===== src/rtl/core/chs_pkg.sv =====
// Shared constants, codes and types of the chained hash set unit.
package chs_pkg;

   localparam int BUCKETS_DEF = 10;
   localparam int SLOTS_DEF   = 8;

   localparam int KEY_W  = 31;
   localparam int FILL_W = 4;

   // bucket index unit: key bits consumed per cycle
   localparam int MOD_DIGIT  = 4;
   localparam int MOD_STEPS  = (KEY_W + MOD_DIGIT - 1) / MOD_DIGIT;
   localparam int MOD_PAD_W  = MOD_STEPS * MOD_DIGIT;
   localparam int MOD_STEP_W = (MOD_STEPS > 1) ? $clog2(MOD_STEPS) : 1;

   localparam logic [1:0] OP_INSERT = 2'd0;
   localparam logic [1:0] OP_DELETE = 2'd1;
   localparam logic [1:0] OP_SEARCH = 2'd2;

   localparam logic [1:0] STAT_DONE   = 2'd0;
   localparam logic [1:0] STAT_FULL   = 2'd1;
   localparam logic [1:0] STAT_ABSENT = 2'd2;

   typedef struct packed {
      logic [1:0]       req_type;
      logic [KEY_W-1:0] key;
   } chs_req_item_type;

   typedef struct packed {
      logic              found;
      logic [1:0]        status;
      logic [FILL_W-1:0] bucket_fill;
   } chs_rsp_item_type;

   typedef struct packed {
      logic             start;
      logic [KEY_W-1:0] key;
   } chs_mod_cmd_type;

   typedef enum logic [2:0] {
      SEQ_CLEAR,
      SEQ_IDLE,
      SEQ_MOD,
      SEQ_CNT_RD,
      SEQ_DISPATCH,
      SEQ_SCAN,
      SEQ_SHIFT
   } chs_seq_type;

endpackage


===== src/rtl/core/chs_ram.sv =====
// Generic single-clock RAM: one write port, one read port, registered read data.
module chs_ram #(
   parameter int WIDTH = 8,
   parameter int DEPTH = 16,
   localparam int AW = (DEPTH > 1) ? $clog2(DEPTH) : 1
) (
   input  logic             clock,
   input  logic             wr_en,
   input  logic [AW-1:0]    wr_addr,
   input  logic [WIDTH-1:0] wr_data,
   input  logic             rd_en,
   input  logic [AW-1:0]    rd_addr,
   output logic [WIDTH-1:0] rd_data
);

   logic [WIDTH-1:0] mem_ff [DEPTH];
   logic [WIDTH-1:0] rd_data_ff;

   always_ff @(posedge clock) begin
      if (wr_en) begin
         mem_ff[wr_addr] <= wr_data;
      end
      if (rd_en) begin
         rd_data_ff <= mem_ff[rd_addr];
      end
   end

   assign rd_data = rd_data_ff;

endmodule


===== src/rtl/core/chs_mod.sv =====
// Iterative key-modulo-BUCKETS unit: MOD_DIGIT key bits per cycle, restoring reduction.
module chs_mod import chs_pkg::*; #(
   parameter int BUCKETS = BUCKETS_DEF,
   localparam int RW = $clog2(BUCKETS)
) (
   input  logic            clock,
   input  logic            reset,
   input  chs_mod_cmd_type cmd,
   output logic            done,
   output logic [RW-1:0]   bucket
);

   localparam logic [RW:0] MODULUS = (RW + 1)'(BUCKETS);

   logic [MOD_PAD_W-1:0]  sh_ff, sh_in;
   logic [RW-1:0]         rem_ff, rem_in;
   logic [MOD_STEP_W-1:0] step_ff, step_in;
   logic                  run_ff, run_in;
   logic                  done_ff, done_in;

   always_comb begin
      logic [RW:0]   t;
      logic [RW-1:0] r;
      r = rem_ff;
      t = '0;
      // shift in one key bit, then subtract the modulus once if reached
      for (int i = 0; i < MOD_DIGIT; i++) begin
         t = {r, sh_ff[MOD_PAD_W-1-i]};
         if (t >= MODULUS) begin
            t = t - MODULUS;
         end
         r = t[RW-1:0];
      end

      sh_in   = sh_ff;
      rem_in  = rem_ff;
      step_in = step_ff;
      run_in  = run_ff;
      done_in = 1'b0;
      if (cmd.start) begin
         sh_in   = {{(MOD_PAD_W-KEY_W){1'b0}}, cmd.key};
         rem_in  = '0;
         step_in = '0;
         run_in  = 1'b1;
      end else if (run_ff) begin
         sh_in   = sh_ff << MOD_DIGIT;
         rem_in  = r;
         step_in = step_ff + MOD_STEP_W'(1);
         if (step_ff == MOD_STEP_W'(MOD_STEPS - 1)) begin
            run_in  = 1'b0;
            done_in = 1'b1;
         end
      end
   end

   always_ff @(posedge clock) begin
      if (reset) begin
         step_ff <= '0;
         run_ff  <= 1'b0;
         done_ff <= 1'b0;
      end else begin
         step_ff <= step_in;
         run_ff  <= run_in;
         done_ff <= done_in;
      end
      sh_ff  <= sh_in;
      rem_ff <= rem_in;
   end

   assign done   = done_ff;
   assign bucket = rem_ff;

endmodule


===== src/rtl/core/chained_hash_set_unit.sv =====
// Top level of the chained hash set: request sequencer around the key and count memories.
//
// A hash set of 31-bit keys with separate chaining. A request (insert, delete or search)
// is taken when start is high and busy is low; exactly one result follows, shown on
// rsp_data for a single cycle with rsp_valid high. The result cannot be held off, so the
// receiver must take it in that cycle. The bucket is key modulo BUCKETS, worked out four
// key bits a cycle. The bucket's fill count is then read from the count memory
// and, for delete and search, the bucket's slots are read from the key memory one slot a
// cycle, oldest first. A delete closes the gap by moving each later key down one slot,
// one key a cycle through the single read and single write port of the key memory.
// After reset the count memory is cleared one bucket a cycle, so busy stays high until
// every bucket is cleared, before the first transaction can be taken. Key memory
// contents need no clearing: only slots below the bucket's fill count are ever read.
module chained_hash_set_unit import chs_pkg::*; #(
   parameter int BUCKETS = BUCKETS_DEF,
   parameter int SLOTS   = SLOTS_DEF
) (
   input  logic             clock,
   input  logic             reset,
   input  logic             start,
   output logic             busy,
   input  chs_req_item_type req_data,
   output logic             rsp_valid,
   output chs_rsp_item_type rsp_data
);

   localparam int RW    = $clog2(BUCKETS);
   localparam int CW    = $clog2(SLOTS + 1);
   localparam int NKEYS = BUCKETS * SLOTS;
   localparam int KA_W  = $clog2(NKEYS);

   // sequencer state
   chs_seq_type      state_ff, state_in;
   logic [RW-1:0]    clr_ff, clr_in;
   chs_req_item_type req_ff, req_in;
   logic [RW-1:0]    bucket_ff, bucket_in;
   logic [KA_W-1:0]  base_ff, base_in;
   logic [CW-1:0]    cnt_ff, cnt_in;
   logic [CW-1:0]    rd_idx_ff, rd_idx_in;
   logic [CW-1:0]    wr_idx_ff, wr_idx_in;
   logic             vld_ff, vld_in;   // key memory output holds slot rd_idx_ff - 1

   // result register
   logic             rsp_valid_ff, rsp_valid_in;
   chs_rsp_item_type rsp_ff, rsp_in;
   logic             rsp_found;
   logic [1:0]       rsp_status;
   logic [CW-1:0]    rsp_cnt;
   logic [CW+FILL_W-1:0] fill_ext;

   // modulo unit
   chs_mod_cmd_type  mod_cmd;
   logic             mod_done;
   logic [RW-1:0]    mod_bucket;

   // count memory
   logic             cnt_we, cnt_re;
   logic [RW-1:0]    cnt_waddr, cnt_raddr;
   logic [CW-1:0]    cnt_wdata, cnt_rdata;

   // key memory
   logic             key_we, key_re;
   logic [KA_W-1:0]  key_waddr, key_raddr;
   logic [KEY_W-1:0] key_wdata, key_rdata;

   logic             hit;
   logic             issue;

   assign busy = (state_ff != SEQ_IDLE);

   assign mod_cmd.start = start && (state_ff == SEQ_IDLE);
   assign mod_cmd.key   = req_data.key;

   chs_mod #(.BUCKETS(BUCKETS)) mod_i (
      .clock  (clock),
      .reset  (reset),
      .cmd    (mod_cmd),
      .done   (mod_done),
      .bucket (mod_bucket)
   );

   chs_ram #(.WIDTH(CW), .DEPTH(BUCKETS)) cnt_ram_i (
      .clock   (clock),
      .wr_en   (cnt_we),
      .wr_addr (cnt_waddr),
      .wr_data (cnt_wdata),
      .rd_en   (cnt_re),
      .rd_addr (cnt_raddr),
      .rd_data (cnt_rdata)
   );

   chs_ram #(.WIDTH(KEY_W), .DEPTH(NKEYS)) key_ram_i (
      .clock   (clock),
      .wr_en   (key_we),
      .wr_addr (key_waddr),
      .wr_data (key_wdata),
      .rd_en   (key_re),
      .rd_addr (key_raddr),
      .rd_data (key_rdata)
   );

   // fill count to the 4-bit result field, masked when SLOTS is wide
   assign fill_ext = {{FILL_W{1'b0}}, rsp_cnt};
   assign rsp_in   = '{found: rsp_found, status: rsp_status,
                       bucket_fill: fill_ext[FILL_W-1:0]};

   assign hit   = vld_ff && (key_rdata == req_ff.key);
   assign issue = (rd_idx_ff < cnt_ff);

   always_comb begin
      state_in     = state_ff;
      clr_in       = clr_ff;
      req_in       = req_ff;
      bucket_in    = bucket_ff;
      base_in      = base_ff;
      cnt_in       = cnt_ff;
      rd_idx_in    = rd_idx_ff;
      wr_idx_in    = wr_idx_ff;
      vld_in       = 1'b0;
      rsp_valid_in = 1'b0;
      rsp_found    = 1'b0;
      rsp_status   = STAT_DONE;
      rsp_cnt      = cnt_ff;
      cnt_we       = 1'b0;
      cnt_waddr    = bucket_ff;
      cnt_wdata    = '0;
      cnt_re       = 1'b0;
      cnt_raddr    = bucket_ff;
      key_we       = 1'b0;
      key_waddr    = base_ff + KA_W'(wr_idx_ff);
      key_wdata    = key_rdata;
      key_re       = 1'b0;
      key_raddr    = base_ff + KA_W'(rd_idx_ff);

      unique case (state_ff)
         SEQ_CLEAR: begin
            cnt_we    = 1'b1;
            cnt_waddr = clr_ff;
            if (clr_ff == RW'(BUCKETS - 1)) begin
               state_in = SEQ_IDLE;
            end else begin
               clr_in = clr_ff + RW'(1);
            end
         end
         SEQ_IDLE: begin
            if (start) begin
               req_in   = req_data;
               state_in = SEQ_MOD;
            end
         end
         SEQ_MOD: begin
            if (mod_done) begin
               bucket_in = mod_bucket;
               state_in  = SEQ_CNT_RD;
            end
         end
         SEQ_CNT_RD: begin
            cnt_re   = 1'b1;
            base_in  = KA_W'(bucket_ff * SLOTS);
            state_in = SEQ_DISPATCH;
         end
         SEQ_DISPATCH: begin
            cnt_in    = cnt_rdata;
            rd_idx_in = '0;
            rsp_cnt   = cnt_rdata;
            unique case (req_ff.req_type)
               OP_INSERT: begin
                  rsp_valid_in = 1'b1;
                  state_in     = SEQ_IDLE;
                  if (cnt_rdata >= CW'(SLOTS)) begin
                     rsp_status = STAT_FULL;
                  end else begin
                     // append behind the last held key
                     key_we    = 1'b1;
                     key_waddr = base_ff + KA_W'(cnt_rdata);
                     key_wdata = req_ff.key;
                     cnt_we    = 1'b1;
                     cnt_wdata = cnt_rdata + CW'(1);
                     rsp_cnt   = cnt_rdata + CW'(1);
                  end
               end
               OP_DELETE, OP_SEARCH: begin
                  state_in = SEQ_SCAN;
               end
               default: begin
                  rsp_valid_in = 1'b1;
                  state_in     = SEQ_IDLE;
               end
            endcase
         end
         SEQ_SCAN: begin
            // one slot read issued per cycle, compared as it returns
            key_re    = issue;
            vld_in    = issue;
            rd_idx_in = rd_idx_ff + CW'(issue);
            if (hit) begin
               if (req_ff.req_type == OP_SEARCH) begin
                  rsp_valid_in = 1'b1;
                  rsp_found    = 1'b1;
                  state_in     = SEQ_IDLE;
               end else begin
                  // the read just issued fetches the key after the match
                  wr_idx_in = rd_idx_ff - CW'(1);
                  state_in  = SEQ_SHIFT;
               end
            end else if (!vld_ff && !issue) begin
               rsp_valid_in = 1'b1;
               if (req_ff.req_type == OP_DELETE) begin
                  rsp_status = STAT_ABSENT;
               end
               state_in = SEQ_IDLE;
            end
         end
         SEQ_SHIFT: begin
            // write slot wr_idx with slot wr_idx+1 while reading slot wr_idx+2
            key_re    = issue;
            vld_in    = issue;
            rd_idx_in = rd_idx_ff + CW'(issue);
            if (vld_ff) begin
               key_we    = 1'b1;
               wr_idx_in = wr_idx_ff + CW'(1);
            end else begin
               cnt_we       = 1'b1;
               cnt_wdata    = cnt_ff - CW'(1);
               rsp_cnt      = cnt_ff - CW'(1);
               rsp_valid_in = 1'b1;
               rsp_found    = 1'b1;
               state_in     = SEQ_IDLE;
            end
         end
         default: begin
            state_in = SEQ_CLEAR;
         end
      endcase
   end

   always_ff @(posedge clock) begin
      if (reset) begin
         state_ff     <= SEQ_CLEAR;
         clr_ff       <= '0;
         rd_idx_ff    <= '0;
         wr_idx_ff    <= '0;
         vld_ff       <= 1'b0;
         rsp_valid_ff <= 1'b0;
      end else begin
         state_ff     <= state_in;
         clr_ff       <= clr_in;
         rd_idx_ff    <= rd_idx_in;
         wr_idx_ff    <= wr_idx_in;
         vld_ff       <= vld_in;
         rsp_valid_ff <= rsp_valid_in;
      end
      req_ff    <= req_in;
      bucket_ff <= bucket_in;
      base_ff   <= base_in;
      cnt_ff    <= cnt_in;
      if (rsp_valid_in) begin
         rsp_ff <= rsp_in;
      end
   end

   assign rsp_valid = rsp_valid_ff;
   assign rsp_data  = rsp_ff;

endmodule


===== config.mk =====
export PLATFORM = sky130hd
export DESIGN_NAME = chained_hash_set_unit
export DESIGN_NICKNAME = d
export VERILOG_FILES = /design/src/rtl/core/chs_pkg.sv /design/src/rtl/core/chs_ram.sv /design/src/rtl/core/chs_mod.sv /design/src/rtl/core/chained_hash_set_unit.sv
export SDC_FILE = /design/constraint.sdc
export NUM_CORES = 2
export LEC_CHECK = 0
export BUFFER_PORTS_ARGS = -buffer_cell sky130_fd_sc_hd__buf_2
export CORE_ASPECT_RATIO = 2
export CORE_UTILIZATION = 55
export DETAILED_ROUTE_END_ITERATION = 7
export PLACE_DENSITY = 0.77
export SYNTH_ARGS = -nofsm -noshare
export SYNTH_HDL_FRONTEND = slang
export SYNTH_SLANG_ARGS = --single-unit

===== constraint.sdc =====
create_clock -name clock -period 11.8 [get_ports clock]
set_input_delay 2.95 -clock clock [delete_from_list [all_inputs] [get_ports clock]]
set_output_delay 2.95 -clock clock [all_outputs]
set_load 0.02 [all_outputs]

# Word level (Yosys, flattened, before mapping)
# Memory sizes are Yosys's and may differ from the RTL's. A register that Yosys moved wholly into a read port is not among the register bits.
# Index checks and enable logic that the tools add are counted.
# totals
regBits	110
ramBits	2520
in_bits	36
out_inout_bits	9
wordCells	147
n_memories	2
# mem_list
name	depth	word_bits	rd	rd_clocked_by_memory_dff	write_ports	line	text
key_ram_i.mem_ff	80	31	1	1	1	chs_ram.sv:16	logic [WIDTH-1:0] mem_ff [DEPTH];
cnt_ram_i.mem_ff	10	4	1	1	1	chs_ram.sv:16	
# op_classes
addsub	14
magnitude_cmp	6
n_eq_ne	20
n_mux	64
bitwise	2
reduce_logical	19
# ops
operator	count
$mux W31	5
$mux W4	14
$pmux W4 S2	4
$eq A31 B31 Y1	1
$mux W3	8
$add A7 B4 Y7	3
$mux W1	21
$mux W7	3
$pmux W3 S7	1
$ge A5 B4 Y1 const B	4
$sub A4 B4 Y4 const B	4
$add A4 B1 Y4 const B	3
$eq A3 B3 Y1 const B	4
$ne A2 B2 Y1 const B	6
$sub A4 B1 Y4 const B	2
$eq A3 B2 Y1 const B	2
$mux W2	3
$pmux W1 S3	2
$reduce_and A2 Y1	3
$reduce_bool A2 Y1	3
$reduce_or A2 Y1	3
$reduce_and A5 Y1	1
$add A4 B1 Y4	1
$eq A4 B4 Y1 const B	1
18 further kinds	23

# Depth between registers and ports, before layout
# logic_depth
ltp_word	8
mapped_depth	22
depth_no_buf	21

# By module
# From an unflattened synthesis, not the netlist that was laid out.
# unflattened
cells_unflattened	4744
hier_area_um2	103718.2
# by_module_without_submodules
module	instances	cells_per_inst	area_each_um2	seq_area_each_um2
chs_ram at key_ram_i	1	4091	95576.7	75402.3
chained_hash_set_unit	1	348	4002.6	1901.8
chs_mod	1	211	2391.0	1131.1
chs_ram at cnt_ram_i	1	94	1747.9	1321.3

# Least setup slack after synthesis
# Ideal clock, no wire load.
# synth_path
kind	input-to-reg
startpoint	input start
endpoint	register req_ff[0] in the netlist's numbering, enable pin
setup_time_ps	410
arrival_time_ps	4501
required_ps	11390
path_slack_ps	6889
cell_stages	3
n_path_buf	1
path_cell_list	inv_1 nor2_1 clkbuf_1
# synth_between
elab_chain_len	1
# synth_lines
item	line	text
start: declaration	chained_hash_set_unit.sv:20	input logic start,
$reduce_and A2 Y1 (no source line)	n/a	
end signal: assignment	chained_hash_set_unit.sv:253	req_ff <= req_in;
end: declaration	chained_hash_set_unit.sv:35	chs_req_item_type req_ff, req_in;
# No other way between the ends.
# A chain may end at the register's enable or synchronous reset.

# Final worst setup path
# layout_path
startpoint	register req_ff[32] in the netlist's numbering
endpoint	memory key_ram_i.mem_ff[4][15] in the netlist's numbering, enable pin
# layout_between
elab_chain_len	5
elab_cells_between_ends	7
cone_classes	6 x mux; 1 x reduce/logical
# layout_lines
item	line	text
$logic_not A2 Y1 (*)	chained_hash_set_unit.sv:166	unique case (req_ff.req_type)
$mux W1	chained_hash_set_unit.sv:166	
$pmux W1 S2	chained_hash_set_unit.sv:135	unique case (state_ff)
$mux W1	chs_ram.sv:20	if (wr_en) begin
$mux W1 (implied by the code)	chs_ram.sv:21	mem_ff[wr_addr] <= wr_data;
end: declaration	chs_ram.sv:16	
# Every way passes the cells marked *; elsewhere a longest branch is shown, timed or not.

==> summary.md <==
| Metric | Value |
|---|---|
| Post-Syn Area | 103,200 sq um |
| Fin. max-slew vios | 0 |
| Gpl congestion | about 0.95 |
| Power Dens Cells | around 170 nW/um^2 |
| Layout area overhead | 10.64% |
| Clock Tree Buf Depth | 4 |
| Register area share after synthesis | 0.7732 |
| Final nets | between 4,000 and 5,000 |
| Reg2reg setup slack | between 6 and 7 ns |
| Max incr delay on CP | between 1 and 1.5 ns |
| Slew HR | 0.1195 |
| MaxCap Viol Count | 0 |
| Final WL | about 280 mm |
| Core footprint | 186,100 sq um |
| Yosys warns | 0 |
| Slew of the pin with the lowest slew margin | 1.307 ns |
| Synth cell types | 59 |
| Initial drt markers | 7,957 |
| Final min period | roughly 5.3 ns |
| Vias per inst | a little under 7 |
| First-pass detailed-route iteration total | 8 |
| Outcome | finished, final reports clean |
| CP arrival | about 5.8 ns |
| Crit share post-route | 0.4525 |
| Final ANT Viol Nets | 0 |
| Largest net degree at the start of global routing | between 150 and 200 |
| H-tree level count | 4 |
| Hold path startpoint | mod_i.sh_ff[27] |
| Syn nets | between 4,000 and 5,000 |
| Die Height | 614.5 um |
| Synth Area in Compound Gates | 0.007265 |
| Share of async-settable or async-resettable flops after synthesis | 0 |
| Prevailing post-synth register cell | edfxtp_1 |
| WL/cell | about 40 um |
| Setup-failing EPs final | 0 |
| Cts hold-fix bufs | 0 |
| Vias | a little under 50,000 |
| Min Hold Slack | around 0.53 ns |
| Root Driver | clkbuf_16 |
| Worst-path fanout max | 44 |
| Worst reg-to-reg path cell count | 11 |
| Initial Util | 0.5543 |
| Reg clk slew, reported paths | roughly 0.070 ns |
| Drt drc | 0 |
| Hold path endpoint | mod_i.sh_ff[31] |
| IO Port Bufs | 44 |
| CTS tree | built |
| Number of gates resized after cts | 0 |
| Reg2reg end | key_ram_i.mem_ff[4][15] |
| Gr ovfl total | 0 |
| Hold Vio Cnt, Final | 0 |
| Share of cells above drive strength 1 | 0.3099 |
| CP endpoint kind | flip-flop |
| Syn_area_per_cell | 23.43 sq um |
| Fraction of the mapped netlist area in adder cells | 0.003517 |
| Num CTS Buffers | between 200 and 250 |
| Cell count after synthesis | ~4,400 |
| Seq cells post-synth | between 2,000 and 3,000 |
| Setup Skew | between 0.06 and 0.07 ns |
| Vias in the first global route | between 40,000 and 50,000 |
| Leakage | 0.03374 uW |
| Worst skew pair latency | 0.87 ns |
| Worst vdd ir | 0.0001225 V |
| Slowest CP cell | nor2_4 |
| Post-Synth Simple-Gate Area | 0.01774 |
| Gr usage total | 0.2929 |
| FP Rows | about 220 |
| Register area | around 80,000 sq um |
| Xor/xnor share of the synthesized area | 0.003736 |
| Post-CTS Setup Bufs | 0 |
| Clock sinks | around 2,700 |
| Multi-input logic area | 23,080 sq um |
| FILL cells | 11,870 |
| RSZ-0062 raised after global routing | false |
| Worst Hold Class | reg -> reg |
| Post-synth EDFFs | ~2,600 |
| Highest clock rate | ~0.19 GHz |
| CP cell instances | inv_1, ha_1, nor2b_1, and3_2, buf_4, mux2_2, nand3_1, xnor2_1, nor2_1, nand2_1, nor2_4 |
| Crit path required time | about 12 ns |
| Die area | about 190,000 sq um |
| Startpoint Class | flip-flop |
| Sum Neg Setup Slack | 0 ns |
| Die width | between 300 and 400 um |
| Initial antenna violation count | 37 |
| Hpwl dp | roughly 160 mm |
| R2r startpoint | req_ff[32] |
| Most common cell after layout, fill and taps aside | edfxtp_1 |
| Combinational family with the most area after synthesis | multiplexers |
| Worst hold path depth | 2 |
| I/O pin count | between 40 and 50 |
| Most frequent cells in the layout | edfxtp_1, mux4_2, clkbuf_16, nand2_1, nor2_4 |
| First-pass GRT wire length | 383.6 mm |
| Setup CP Type | reg -> reg |
| Mux share of post-synthesis cell area | 0.1840 |
-- power by group --
group / switching, uW / internal (uW)
clock network: 3370 / 3950
registers: 104 / 10700
logic: 1130 / 603
total: 4600 / 15200
-- final cells by class --
class,instances,share of cell area
clock inverter,136,0.01304
sequential,2665,0.6989
multi-input combinational,1489,0.2023
timing repair buffer,127,0.008047
inverter,31,0.001020
clock buffer,234,0.04727
antenna,100,0.002193
tap,2486,0.02725
-- Yosys cell counts (4+ instances only) --
master    count  area (sq um)
a211oi_1      9         67.56
a21oi_1      26         130.1
a31oi_1      12         75.07
and2_1        6         37.54
and3_1        4         25.02
buf_1        39         146.4
buf_2        54         270.3
buf_4        13         97.59
buf_6         6         67.56
clkbuf_1    106         397.9
dfxtp_1      27         540.5
edfxtp_1   2638         79220
ha_1         29         362.9
inv_1        30         112.6
mux2_2       58         653.1
mux2i_1      17         170.2
mux4_2      806         18150
nand2_1     172         645.6
nand2b_1     12         75.07
nand3_1      17         85.08
nand3b_1      5         37.54
nand4_1      12         75.07
nor2_1      133         499.2
nor2b_1      14         87.58
nor3_1       17         85.08
nor4_1        5         31.28
o21ai_0      22         110.1
o21ai_1      11         55.05
o31ai_1       6         45.04
or3_1         7         43.79
xnor2_1      29         254.0
xor2_1       15         131.4
-- cells by family (layout without fill, tap and decap cells) --
kind of cell             count (synthesis)  in the layout
other                                    0            100
AO/OA/AOI/OAI                          118            118
buffers and inverters                  249            528
adder cells (fa/ha/maj)                 29             29
XOR/XNOR                                44             44
AND/OR/NAND/NOR                        417            417
multiplexers                           881            881
flip-flops                            2665           2665
-- how the worst max path moves through the flow --
stage / end / slack [ns] / startpoint / depth (start not counted)
after floorplan: req_ff[0] / 6.89 / start / 3
after global placement: key_ram_i.mem_ff[22][17] / 6.67 / req_ff[31] / 11
after detailed placement: key_ram_i.mem_ff[6][8] / 6.62 / req_ff[32] / 11
after CTS: key_ram_i.mem_ff[47][1] / 6.64 / req_ff[32] / 11
after global routing: key_ram_i.mem_ff[6][15] / 6.36 / req_ff[31] / 11
final: key_ram_i.mem_ff[4][15] / 6.46 / req_ff[32] / 11
-- registers in the layout, indices dropped and copies added, names as in the netlist --
| signal | count |
|---|---|
| rsp_valid | 1 |
| req_ff | 33 |
| state_ff | 3 |
| cnt_ram_i.rd_data | 4 |
| key_ram_i.rd_data | 31 |
| clr_ff | 4 |
| rsp_data | 7 |
| mod_i.step_ff | 3 |
| vld_ff | 1 |
| wr_idx_ff | 4 |
| base_ff | 4 |
| mod_i.sh_ff | 32 |
| mod_i.run_ff | 1 |
| mod_i.done | 1 |
| mod_i.bucket | 4 |
| cnt_ff | 4 |
| key_ram_i.mem_ff | 2480 |
| bucket_ff | 4 |
| cnt_ram_i.mem_ff | 40 |
| rd_idx_ff | 4 |
-- per-stage QoR --
| stage | worst slack [ns] | total power (uW) | util | area, sq um | std cells |
|---|---|---|---|---|---|
| after floorplan | 6.889 | 12060 | - | 103200 | 4403 |
| after global placement | 6.667 | 12590 | 0.5749 | 107000 | 6798 |
| after detailed placement | 6.621 | 12650 | 0.5749 | 107000 | 6798 |
| after CTS | 6.640 | 19770 | 0.6119 | 113900 | 7168 |
| after global routing | 6.363 | 20200 | 0.6132 | 114100 | 7262 |
| final | 6.460 | 19830 | 0.6133 | 114100 | 7268 |
-- per-layer routing --
metal  vias to the layer above  part of all wire  track usage
li1                      19000                 -            -
met1                     25900              0.30       0.3325
met2                      3792              0.51       0.4905
met3                       821             0.093      0.04904
met4                        20             0.093       0.2326
met5                         -           0.00043            0
-- worst max-delay path: cells and delay by family (launching register included) --
family / cells / cell delay (ns)
DFF: 1 / 0.42
and+or+nand+nor: 6 / 3.19
xor gates and xnor gates: 1 / 0.10
adders and majority gates: 1 / 0.29
buffers and inverters: 2 / 0.50
muxes: 1 / 0.40
(Power assumes the default switching activity.)
